===== src/rtl/ula_pkg.sv =====
// Shared types and constants for the UART line assembler.
`default_nettype none

package ula_pkg;

   localparam logic [7:0] CH_NEWLINE = 8'h0A;
   localparam logic [7:0] CH_RETURN  = 8'h0D;

   localparam logic OP_DATA  = 1'b0;
   localparam logic OP_ERROR = 1'b1;

   localparam logic KIND_LINE  = 1'b0;
   localparam logic KIND_ERROR = 1'b1;

   typedef struct packed {
      logic       op;
      logic [7:0] data_byte;
      logic [9:0] error_code;
   } req_type;

   typedef struct packed {
      logic       kind;
      logic [7:0] line_byte;
      logic       last;
      logic [9:0] reported_error;
   } rsp_type;

   // controller -> datapath
   typedef struct packed {
      logic write_byte;
      logic clear;
      logic start_line;
      logic capture_error;
      logic read_en;
      logic load_byte;
      logic load_error;
      logic advance;
   } cmd_type;

   // datapath -> controller
   typedef struct packed {
      logic is_error;
      logic is_newline;
      logic line_empty;
      logic last_byte;
      logic out_free;
   } sts_type;

endpackage

`default_nettype wire


===== src/rtl/uart_line_assembler.sv =====
// Top level: UART line assembler (controller plus datapath).
// Plain data byte: written to the line store, no result; next byte may follow at once.
// Newline with kept bytes: each byte passes the READ state (store read port), then the SEND
//   state (result register); input stalled until the last byte is loaded into the result
//   register, and while a pending result is held off by rsp_stall.
// Error event: the error code is captured, then loaded into the result register in the ERROR
//   state; input stalled until then, and while a pending result is held off by rsp_stall.
// Synchronous active-high reset empties the line; store contents stay undefined.
`default_nettype none

module uart_line_assembler
   import ula_pkg::*;
#(
   parameter int LINE_DEPTH = 64
) (
   input  wire logic    clock,
   input  wire logic    reset,
   input  wire logic    req_valid,
   output logic         req_stall,
   input  wire req_type req_payload,
   output logic         rsp_valid,
   input  wire logic    rsp_stall,
   output rsp_type      rsp_payload
);

   // command / status bundles between the FSM and the datapath
   cmd_type cmd;
   sts_type sts;

   // FSM: owns the request handshake and sequences each transaction
   ula_ctrl u_ctrl (
      .clock     (clock),
      .reset     (reset),
      .req_valid (req_valid),
      .req_stall (req_stall),
      .sts       (sts),
      .cmd       (cmd)
   );

   // Datapath: line store RAM, counters, and the result register that
   // holds a finished transaction while the sink stalls
   ula_dp #(
      .LINE_DEPTH (LINE_DEPTH)
   ) u_dp (
      .clock       (clock),
      .reset       (reset),
      .req_payload (req_payload),
      .cmd         (cmd),
      .sts         (sts),
      .rsp_valid   (rsp_valid),
      .rsp_stall   (rsp_stall),
      .rsp_payload (rsp_payload)
   );

endmodule

`default_nettype wire


===== src/rtl/ula_ram.sv =====
// Generic single-write, single-read RAM with registered read data.
`default_nettype none

module ula_ram #(
   parameter int WIDTH = 8,
   parameter int DEPTH = 64
) (
   input  wire logic                     clock,
   input  wire logic                     wr_en,
   input  wire logic [$clog2(DEPTH)-1:0] wr_addr,
   input  wire logic [WIDTH-1:0]         wr_data,
   input  wire logic                     rd_en,
   input  wire logic [$clog2(DEPTH)-1:0] rd_addr,
   output logic      [WIDTH-1:0]         rd_data
);

   logic [WIDTH-1:0] mem_ff [DEPTH];

   always_ff @(posedge clock) begin
      if (wr_en) begin
         mem_ff[wr_addr] <= wr_data;
      end
      if (rd_en) begin
         rd_data <= mem_ff[rd_addr];
      end
   end

endmodule

`default_nettype wire


===== src/rtl/ula_ctrl.sv =====
// Control FSM: sequences byte writes, line readout and error reports.
`default_nettype none

module ula_ctrl
   import ula_pkg::*;
(
   input  wire logic    clock,
   input  wire logic    reset,
   input  wire logic    req_valid,
   output logic         req_stall,
   input  wire sts_type sts,
   output cmd_type      cmd
);

   typedef enum logic [1:0] {
      ST_IDLE,
      ST_READ,
      ST_SEND,
      ST_ERROR
   } state_type;

   state_type state_ff, state_in;

   assign req_stall = (state_ff != ST_IDLE);

   always_comb begin
      cmd      = '0;
      state_in = state_ff;
      unique case (state_ff)
         ST_IDLE: begin
            if (req_valid) begin
               priority if (sts.is_error) begin
                  cmd.clear         = 1'b1;
                  cmd.capture_error = 1'b1;
                  state_in          = ST_ERROR;
               end else if (sts.is_newline) begin
                  cmd.clear = 1'b1;
                  if (!sts.line_empty) begin
                     cmd.start_line = 1'b1;
                     state_in       = ST_READ;
                  end
               end else begin
                  cmd.write_byte = 1'b1;
               end
            end
         end
         ST_READ: begin
            cmd.read_en = 1'b1;
            state_in    = ST_SEND;
         end
         ST_SEND: begin
            if (sts.out_free) begin
               cmd.load_byte = 1'b1;
               if (sts.last_byte) begin
                  state_in = ST_IDLE;
               end else begin
                  cmd.advance = 1'b1;
                  state_in    = ST_READ;
               end
            end
         end
         ST_ERROR: begin
            if (sts.out_free) begin
               cmd.load_error = 1'b1;
               state_in       = ST_IDLE;
            end
         end
         default: state_in = ST_IDLE;
      endcase
   end

   always_ff @(posedge clock) begin
      if (reset) begin
         state_ff <= ST_IDLE;
      end else begin
         state_ff <= state_in;
      end
   end

   // results are only loaded while busy, never in idle
   a_no_load_idle: assert property (@(posedge clock) disable iff (reset)
      (state_ff == ST_IDLE) |-> !(cmd.load_byte || cmd.load_error))
      else $error("result loaded while idle");

   // a readout read is always followed by the send step
   a_read_then_send: assert property (@(posedge clock) disable iff (reset)
      cmd.read_en |=> (state_ff == ST_SEND))
      else $error("read not followed by send");

   // no input is taken while a line or error report is in flight
   a_busy_stall: assert property (@(posedge clock) disable iff (reset)
      (cmd.start_line || cmd.capture_error) |=> req_stall)
      else $error("input accepted during readout");

endmodule

`default_nettype wire


===== src/rtl/ula_dp.sv =====
// Datapath: line store, fill and keep counters, readout index, result register.
`default_nettype none

module ula_dp
   import ula_pkg::*;
#(
   parameter int LINE_DEPTH = 64
) (
   input  wire logic    clock,
   input  wire logic    reset,
   input  wire req_type req_payload,
   input  wire cmd_type cmd,
   output sts_type      sts,
   output logic         rsp_valid,
   input  wire logic    rsp_stall,
   output rsp_type      rsp_payload
);

   localparam int CW = $clog2(LINE_DEPTH + 1);
   localparam int AW = $clog2(LINE_DEPTH);
   localparam logic [CW-1:0] FULL = CW'(LINE_DEPTH);

   logic [CW-1:0] fill_ff, fill_in;
   logic [CW-1:0] keep_ff, keep_in;
   logic [CW-1:0] len_ff,  len_in;
   logic [CW-1:0] idx_ff,  idx_in;
   logic [9:0]    err_ff;
   logic          rsp_valid_ff, rsp_valid_in;
   rsp_type       rsp_ff;

   logic [CW-1:0] eff_fill, eff_keep, fill_next, idx_next;
   logic [7:0]    rd_data;
   logic          out_free;

   // a full store is dropped before the next data byte is handled
   assign eff_fill  = (fill_ff == FULL) ? '0 : fill_ff;
   assign eff_keep  = (fill_ff == FULL) ? '0 : keep_ff;
   assign fill_next = CW'(eff_fill + 1'b1);
   assign idx_next  = CW'(idx_ff + 1'b1);
   assign out_free  = !rsp_valid_ff || !rsp_stall;

   ula_ram #(
      .WIDTH (8),
      .DEPTH (LINE_DEPTH)
   ) u_store (
      .clock   (clock),
      .wr_en   (cmd.write_byte),
      .wr_addr (eff_fill[AW-1:0]),
      .wr_data (req_payload.data_byte),
      .rd_en   (cmd.read_en),
      .rd_addr (idx_ff[AW-1:0]),
      .rd_data (rd_data)
   );

   always_comb begin
      sts.is_error   = (req_payload.op == OP_ERROR);
      sts.is_newline = (req_payload.data_byte == CH_NEWLINE);
      sts.line_empty = (eff_keep == '0);
      sts.last_byte  = (idx_next == len_ff);
      sts.out_free   = out_free;
   end

   always_comb begin
      fill_in = fill_ff;
      keep_in = keep_ff;
      if (cmd.clear) begin
         fill_in = '0;
         keep_in = '0;
      end else if (cmd.write_byte) begin
         fill_in = fill_next;
         keep_in = (req_payload.data_byte != CH_RETURN) ? fill_next : eff_keep;
      end
      len_in = cmd.start_line ? eff_keep : len_ff;
      priority if (cmd.start_line) begin
         idx_in = '0;
      end else if (cmd.advance) begin
         idx_in = idx_next;
      end else begin
         idx_in = idx_ff;
      end
      rsp_valid_in = rsp_valid_ff && rsp_stall;
      if (cmd.load_byte || cmd.load_error) begin
         rsp_valid_in = 1'b1;
      end
   end

   always_ff @(posedge clock) begin
      if (reset) begin
         fill_ff      <= '0;
         keep_ff      <= '0;
         rsp_valid_ff <= 1'b0;
      end else begin
         fill_ff      <= fill_in;
         keep_ff      <= keep_in;
         rsp_valid_ff <= rsp_valid_in;
      end
      len_ff <= len_in;
      idx_ff <= idx_in;
      if (cmd.capture_error) begin
         err_ff <= req_payload.error_code;
      end
      if (cmd.load_byte) begin
         rsp_ff.kind           <= KIND_LINE;
         rsp_ff.line_byte      <= rd_data;
         rsp_ff.last           <= sts.last_byte;
         rsp_ff.reported_error <= '0;
      end else if (cmd.load_error) begin
         rsp_ff.kind           <= KIND_ERROR;
         rsp_ff.line_byte      <= '0;
         rsp_ff.last           <= 1'b1;
         rsp_ff.reported_error <= err_ff;
      end
   end

   assign rsp_valid   = rsp_valid_ff;
   assign rsp_payload = rsp_ff;

   a_fill_bound: assert property (@(posedge clock) disable iff (reset)
      fill_ff <= FULL)
      else $error("fill count beyond store depth");

   a_keep_bound: assert property (@(posedge clock) disable iff (reset)
      keep_ff <= fill_ff)
      else $error("keep length beyond fill count");

   a_no_overwrite: assert property (@(posedge clock) disable iff (reset)
      (cmd.load_byte || cmd.load_error) |-> out_free)
      else $error("pending result overwritten");

   a_error_last: assert property (@(posedge clock) disable iff (reset)
      (rsp_valid_ff && rsp_ff.kind == KIND_ERROR) |-> rsp_ff.last)
      else $error("error report without last");

endmodule

`default_nettype wire

===== config.mk =====
export PLATFORM = sky130hd
export DESIGN_NAME = uart_line_assembler
export DESIGN_NICKNAME = d
export VERILOG_FILES = /design/src/rtl/ula_pkg.sv /design/src/rtl/uart_line_assembler.sv /design/src/rtl/ula_ram.sv /design/src/rtl/ula_ctrl.sv /design/src/rtl/ula_dp.sv
export SDC_FILE = /design/constraint.sdc
export NUM_CORES = 1
export LEC_CHECK = 0
export BUFFER_PORTS_ARGS = -buffer_cell sky130_fd_sc_hd__buf_2
export CAP_MARGIN = 20
export CORE_MARGIN = 2
export CORE_UTILIZATION = 50
export CTS_CLUSTER_SIZE = 16
export DETAILED_ROUTE_END_ITERATION = 10
export PLACE_DENSITY = 0.68
export SETUP_SLACK_MARGIN = 0.2
export SKIP_CTS_REPAIR_TIMING = 1
export SLEW_MARGIN = 10
export SYNTH_ARGS = -nofsm -noshare
export SYNTH_HDL_FRONTEND = slang
export SYNTH_SLANG_ARGS = --single-unit

===== constraint.sdc =====
create_clock -name clock -period 2.8 [get_ports clock]
set_clock_uncertainty 0.1 [all_clocks]
set_input_delay 0.7 -clock clock [delete_from_list [all_inputs] [get_ports clock]]
set_output_delay 0.7 -clock clock [all_outputs]
set_load 0.03 [all_outputs]

==> impl_table.tex <==
\begin{tabular}{lr}
\hline
Metric & Value \\
\hline
\multicolumn{2}{l}{\textbf{Run status}} \\
Run status & completed \\
\multicolumn{2}{l}{\textbf{Finish}} \\
Fillers & 3265 \\
Area occupied by multi-input gates & 5480 sq um \\
Final core occ & 0.579 \\
Proportion of layout cells with a drive suffix above 1 & 0.308 \\
Growth of design area from synthesis to finish & 14.9\% \\
Total number of nets in the final design & $\sim$1300 \\
Antenna fix cells & 0 \\
Area used by sequential logic in the layout & between 15000 and 20000 sq um \\
Cell Count, Final, Fillers Out & 1933 \\
\multicolumn{2}{l}{\textbf{Die}} \\
Initial cell density of the core & 0.503 \\
Y dimension of the die & around 220 um \\
Number of standard-cell rows in the floorplan & 78 \\
Die W & $\sim$220 um \\
Overall die area & around 47000 sq um \\
Placeable core area & $\sim$45000 sq um \\
I/O pin count & 45 \\
\multicolumn{2}{l}{\textbf{Placement}} \\
Final estimated routing congestion in global placement & 0.878 \\
Number of port buffers & 44 \\
Dpl ws & -0.537 ns \\
HPWL Detailed & between 30 and 40 mm \\
Dpl cells & approximately 1800 \\
\multicolumn{2}{l}{\textbf{Detailed routing}} \\
Vias/cell & between 6 and 7 \\
Initial drt markers & between 1000 and 1500 \\
Final routed wire length divided by cell count & about 27 um \\
Remaining design rule violation count & 0 \\
Number of search-and-repair iterations in the first detailed-routing pass & 5 \\
Final WL & between 50 and 60 mm \\
Number of vias in the routed layout & 11600 \\
Post-detailed-route count of antenna-violating nets & 0 \\
\multicolumn{2}{l}{\textbf{Synth}} \\
Flip-flop and latch count after synthesis & just under 600 \\
Unique cell type count in the Yosys netlist & 48 \\
Synthesized area & between 20000 and 25000 sq um \\
Most used flip-flop cell after synthesis & sky130\_fd\_sc\_hd\_\_edfxtp\_1 \\
Fraction of registers with async set/reset & 0 \\
Mean instance size in the synthesized netlist & around 20 sq um \\
Yosys top cell area share & 0.721 \\
Gate count of the mapped netlist & approximately 1200 \\
Yosys warning total & 0 \\
Fraction of the yosys area taken by sequential cells & 0.752 \\
Most frequent cell after synthesis & sky130\_fd\_sc\_hd\_\_edfxtp\_1 \\
Net count after synthesis & 1187 \\
Largest cells by area after synthesis & sky130\_fd\_sc\_hd\_\_edfxtp\_1 (72\%), sky130\_fd\_sc\_hd\_\_mux4\_2 (13\%), sky130\_fd\_sc\_hd\_\_dfxtp\_1 (3.1\%) \\
Top cells by instance count after synthesis & sky130\_fd\_sc\_hd\_\_edfxtp\_1 (546), sky130\_fd\_sc\_hd\_\_mux4\_2 (136), sky130\_fd\_sc\_hd\_\_nor2\_1 (98), sky130\_fd\_sc\_hd\_\_nand2\_1 (45), sky130\_fd\_sc\_hd\_\_mux2i\_1 (40) \\
Cell accounting for the most synthesized area & sky130\_fd\_sc\_hd\_\_edfxtp\_1 \\
Number of flops mapped to enable cells by yosys & between 500 and 600 \\
\multicolumn{2}{l}{\textbf{GRT}} \\
Global-route layer with the greatest usage & met2 \\
Met1 Resource Use GR & 0.330 \\
Global routing usage on met2 & 0.340 \\
Maximum number of pins on one net before global-route repair & 66 \\
GR met3 Demand/Resource & 0.0347 \\
Via count of the first global-routing pass & between 10000 and 15000 \\
Final global-route overflow total & 0 \\
Initial antenna violation count & 0 \\
Global-route wire length before repair & 75.9 mm \\
GRT Util Overall & 0.220 \\
\multicolumn{2}{l}{\textbf{Clocking}} \\
TritonCTS buffer count & between 50 and 60 \\
Clock tree from TritonCTS & done \\
Clk Latency, worst-skew pair & approximately 0.63 ns \\
Clock sinks & 581 \\
Clk buf depth & 3 \\
Clock transition at the registers of the reported paths & around 0.06 ns \\
Maximum level of the CTS H-tree & 2 \\
Root buf cell & sky130\_fd\_sc\_hd\_\_clkbuf\_16 \\
\multicolumn{2}{l}{\textbf{Timing}} \\
Period Utilization, post-route & 0.931 \\
Worst Hold Margin & around 0.15 ns \\
Fmax achieved & roughly 380 MHz \\
Setup repair after global routing missed its margin & true \\
Worst Setup Slack, final & roughly 0.19 ns \\
Final Hold Viols & 0 \\
Pins over their slew limit & 0 \\
Final critical path time including I/O delays and setup & between 2 and 3 ns \\
Actual slew at the worst max-slew pin & about 0.81 ns \\
Setup tns final & 0 ns \\
Count of endpoints failing setup in the final report & 0 \\
Worst slew margin & 0.462 \\
\multicolumn{2}{l}{\textbf{Worst setup path}} \\
WP data arrival & between 2 and 3 ns \\
Critical path class & in2reg \\
CP Data Required Time & between 2 and 3 ns \\
Critical path endpoint category & register \\
Startpoint type of the worst setup path & primary input \\
Maximum fanout encountered on the critical timing path & 8 \\
\multicolumn{2}{l}{\textbf{Power}} \\
Internal power of the cells & about 17000 uW \\
Sw Pwr & between 6000 and 7000 uW \\
Relative contribution of combinational cells to total power & 0.266 \\
Clk pwr share & 0.307 \\
Relative contribution of sequential cells to total power & 0.427 \\
Power per cell area & a little under 900 nW/um\^{}2 \\
Switching part of the total power & 0.285 \\
Leak pwr & 0.00846 uW \\
Maximum vdd drop & between 0.5 and 0.6 mV \\
\multicolumn{2}{l}{\textbf{Run}} \\
Max-cap violations & 0 \\
\multicolumn{2}{l}{\textbf{Min path}} \\
Hold/Removal Path Class & in2reg \\
\hline
\end{tabular}
==> routing by layer <==
layer | part of all wire | wire length [um]
met1 | 0.43 | 21900
met4 | 0.024 | 1230
met5 | 0 | 0
met3 | 0.080 | 4080
met2 | 0.47 | 24000
==> power groups by stage <==
stage / sequential (uW) / combinational [uW] / clock (uW)
floorplan: 9990 / 4130 / 0
global placement: 10100 / 6040 / 0
detailed placement: 10100 / 6070 / 0
CTS: 9890 / 6090 / 7210
global route: 9900 / 6460 / 7540
finish: 9880 / 6150 / 7090
==> kinds of logic after synthesis <==
family / Yosys count / share of synthesized area
buffers and inverters: 71 / 0.0160
AO/OA/AOI/OAI: 70 / 0.0212
XOR/XNOR: 17 / 0.00655
flip-flops: 581 / 0.752
multiplexers: 181 / 0.155
adder cells (fa/ha/maj): 3 / 0.00165
AND/OR/NAND/NOR: 238 / 0.0483
==> path summary, 6_finish.rpt <==
path,slack (ns),startpoint,endpoint,cells after the start
max,0.19,req_payload[12],u_dp.u_store.mem_ff[47][5],8
min,0.15,req_payload[8],u_dp.err_ff[8],1
max reg2reg,0.23,u_ctrl.state_ff[1],u_dp.u_store.mem_ff[47][5],8
min reg2reg,0.34,u_dp.rsp_payload[8],u_dp.rsp_payload[8],2
==> cells in the final DEF, fill, tap and decap left out, types with 4 or more instances in the layout <==
| cell type | instances |
|---|---|
| sky130_fd_sc_hd__buf_12 | 10 |
| sky130_fd_sc_hd__nor3_1 | 16 |
| sky130_fd_sc_hd__nand2b_1 | 5 |
| sky130_fd_sc_hd__mux4_2 | 136 |
| sky130_fd_sc_hd__nor2_1 | 47 |
| sky130_fd_sc_hd__nand2_1 | 45 |
| sky130_fd_sc_hd__clkinv_1 | 12 |
| sky130_fd_sc_hd__xnor2_1 | 11 |
| sky130_fd_sc_hd__inv_1 | 8 |
| sky130_fd_sc_hd__o22ai_1 | 4 |
| sky130_fd_sc_hd__clkbuf_1 | 13 |
| sky130_fd_sc_hd__o211ai_1 | 5 |
| sky130_fd_sc_hd__a21oi_1 | 24 |
| sky130_fd_sc_hd__dfxtp_1 | 31 |
| sky130_fd_sc_hd__mux2i_1 | 40 |
| sky130_fd_sc_hd__a22oi_1 | 13 |
| sky130_fd_sc_hd__buf_2 | 44 |
| sky130_fd_sc_hd__clkinv_2 | 7 |
| sky130_fd_sc_hd__mux2_2 | 5 |
| sky130_fd_sc_hd__buf_4 | 78 |
| sky130_fd_sc_hd__nor2b_1 | 5 |
| sky130_fd_sc_hd__o311ai_1 | 5 |
| sky130_fd_sc_hd__and3_1 | 11 |
| sky130_fd_sc_hd__edfxtp_1 | 546 |
| sky130_fd_sc_hd__nor2_4 | 11 |
| sky130_fd_sc_hd__nand3b_1 | 4 |
| sky130_fd_sc_hd__nand3_1 | 30 |
| sky130_fd_sc_hd__and2_1 | 9 |
| sky130_fd_sc_hd__clkbuf_16 | 58 |
| sky130_fd_sc_hd__nor2_2 | 40 |
| sky130_fd_sc_hd__a211oi_1 | 5 |
| sky130_fd_sc_hd__xor2_1 | 6 |
| sky130_fd_sc_hd__o21ai_0 | 4 |
==> registers in the layout, summed over array words and instances (netlist names) <==
name and cells:
u_ctrl.state_ff 2, u_dp.err_ff 10, u_dp.fill_ff 7, u_dp.idx_ff 7, u_dp.keep_ff 7, u_dp.len_ff 7
u_dp.rsp_payload 20, u_dp.rsp_valid 1, u_dp.u_store.mem_ff 512, u_dp.u_store.rd_data 8
==> critical path, stage by stage <==
cell and delay [ns]:
sky130_fd_sc_hd__buf_2 0.20, sky130_fd_sc_hd__nor3b_1 0.09, sky130_fd_sc_hd__and3_1 0.28, sky130_fd_sc_hd__buf_4 0.19, sky130_fd_sc_hd__nor3_1 0.17, sky130_fd_sc_hd__buf_4 0.18
sky130_fd_sc_hd__nand4b_1 0.29, sky130_fd_sc_hd__nor2_1 0.65
==> layout make-up <==
type | count | share of cell area
clock buffers | 71 | 0.0569
clock inverters | 27 | 0.00785
inverters | 9 | 0.00129
multi-input cells | 509 | 0.210
flip-flops and latches | 581 | 0.654
well taps | 600 | 0.0287
repair buffers | 136 | 0.0413
==> per-stage QoR <==
step                total power (uW)  instance area [sq um]
floorplan                      14100                  22800
global placement               16100                  24300
detailed placement             16100                  24300
CTS                            23200                  26000
global route                   23900                  26100
finish                         23100                  26100
No activity file was read; power rests on OpenSTA's default activity.
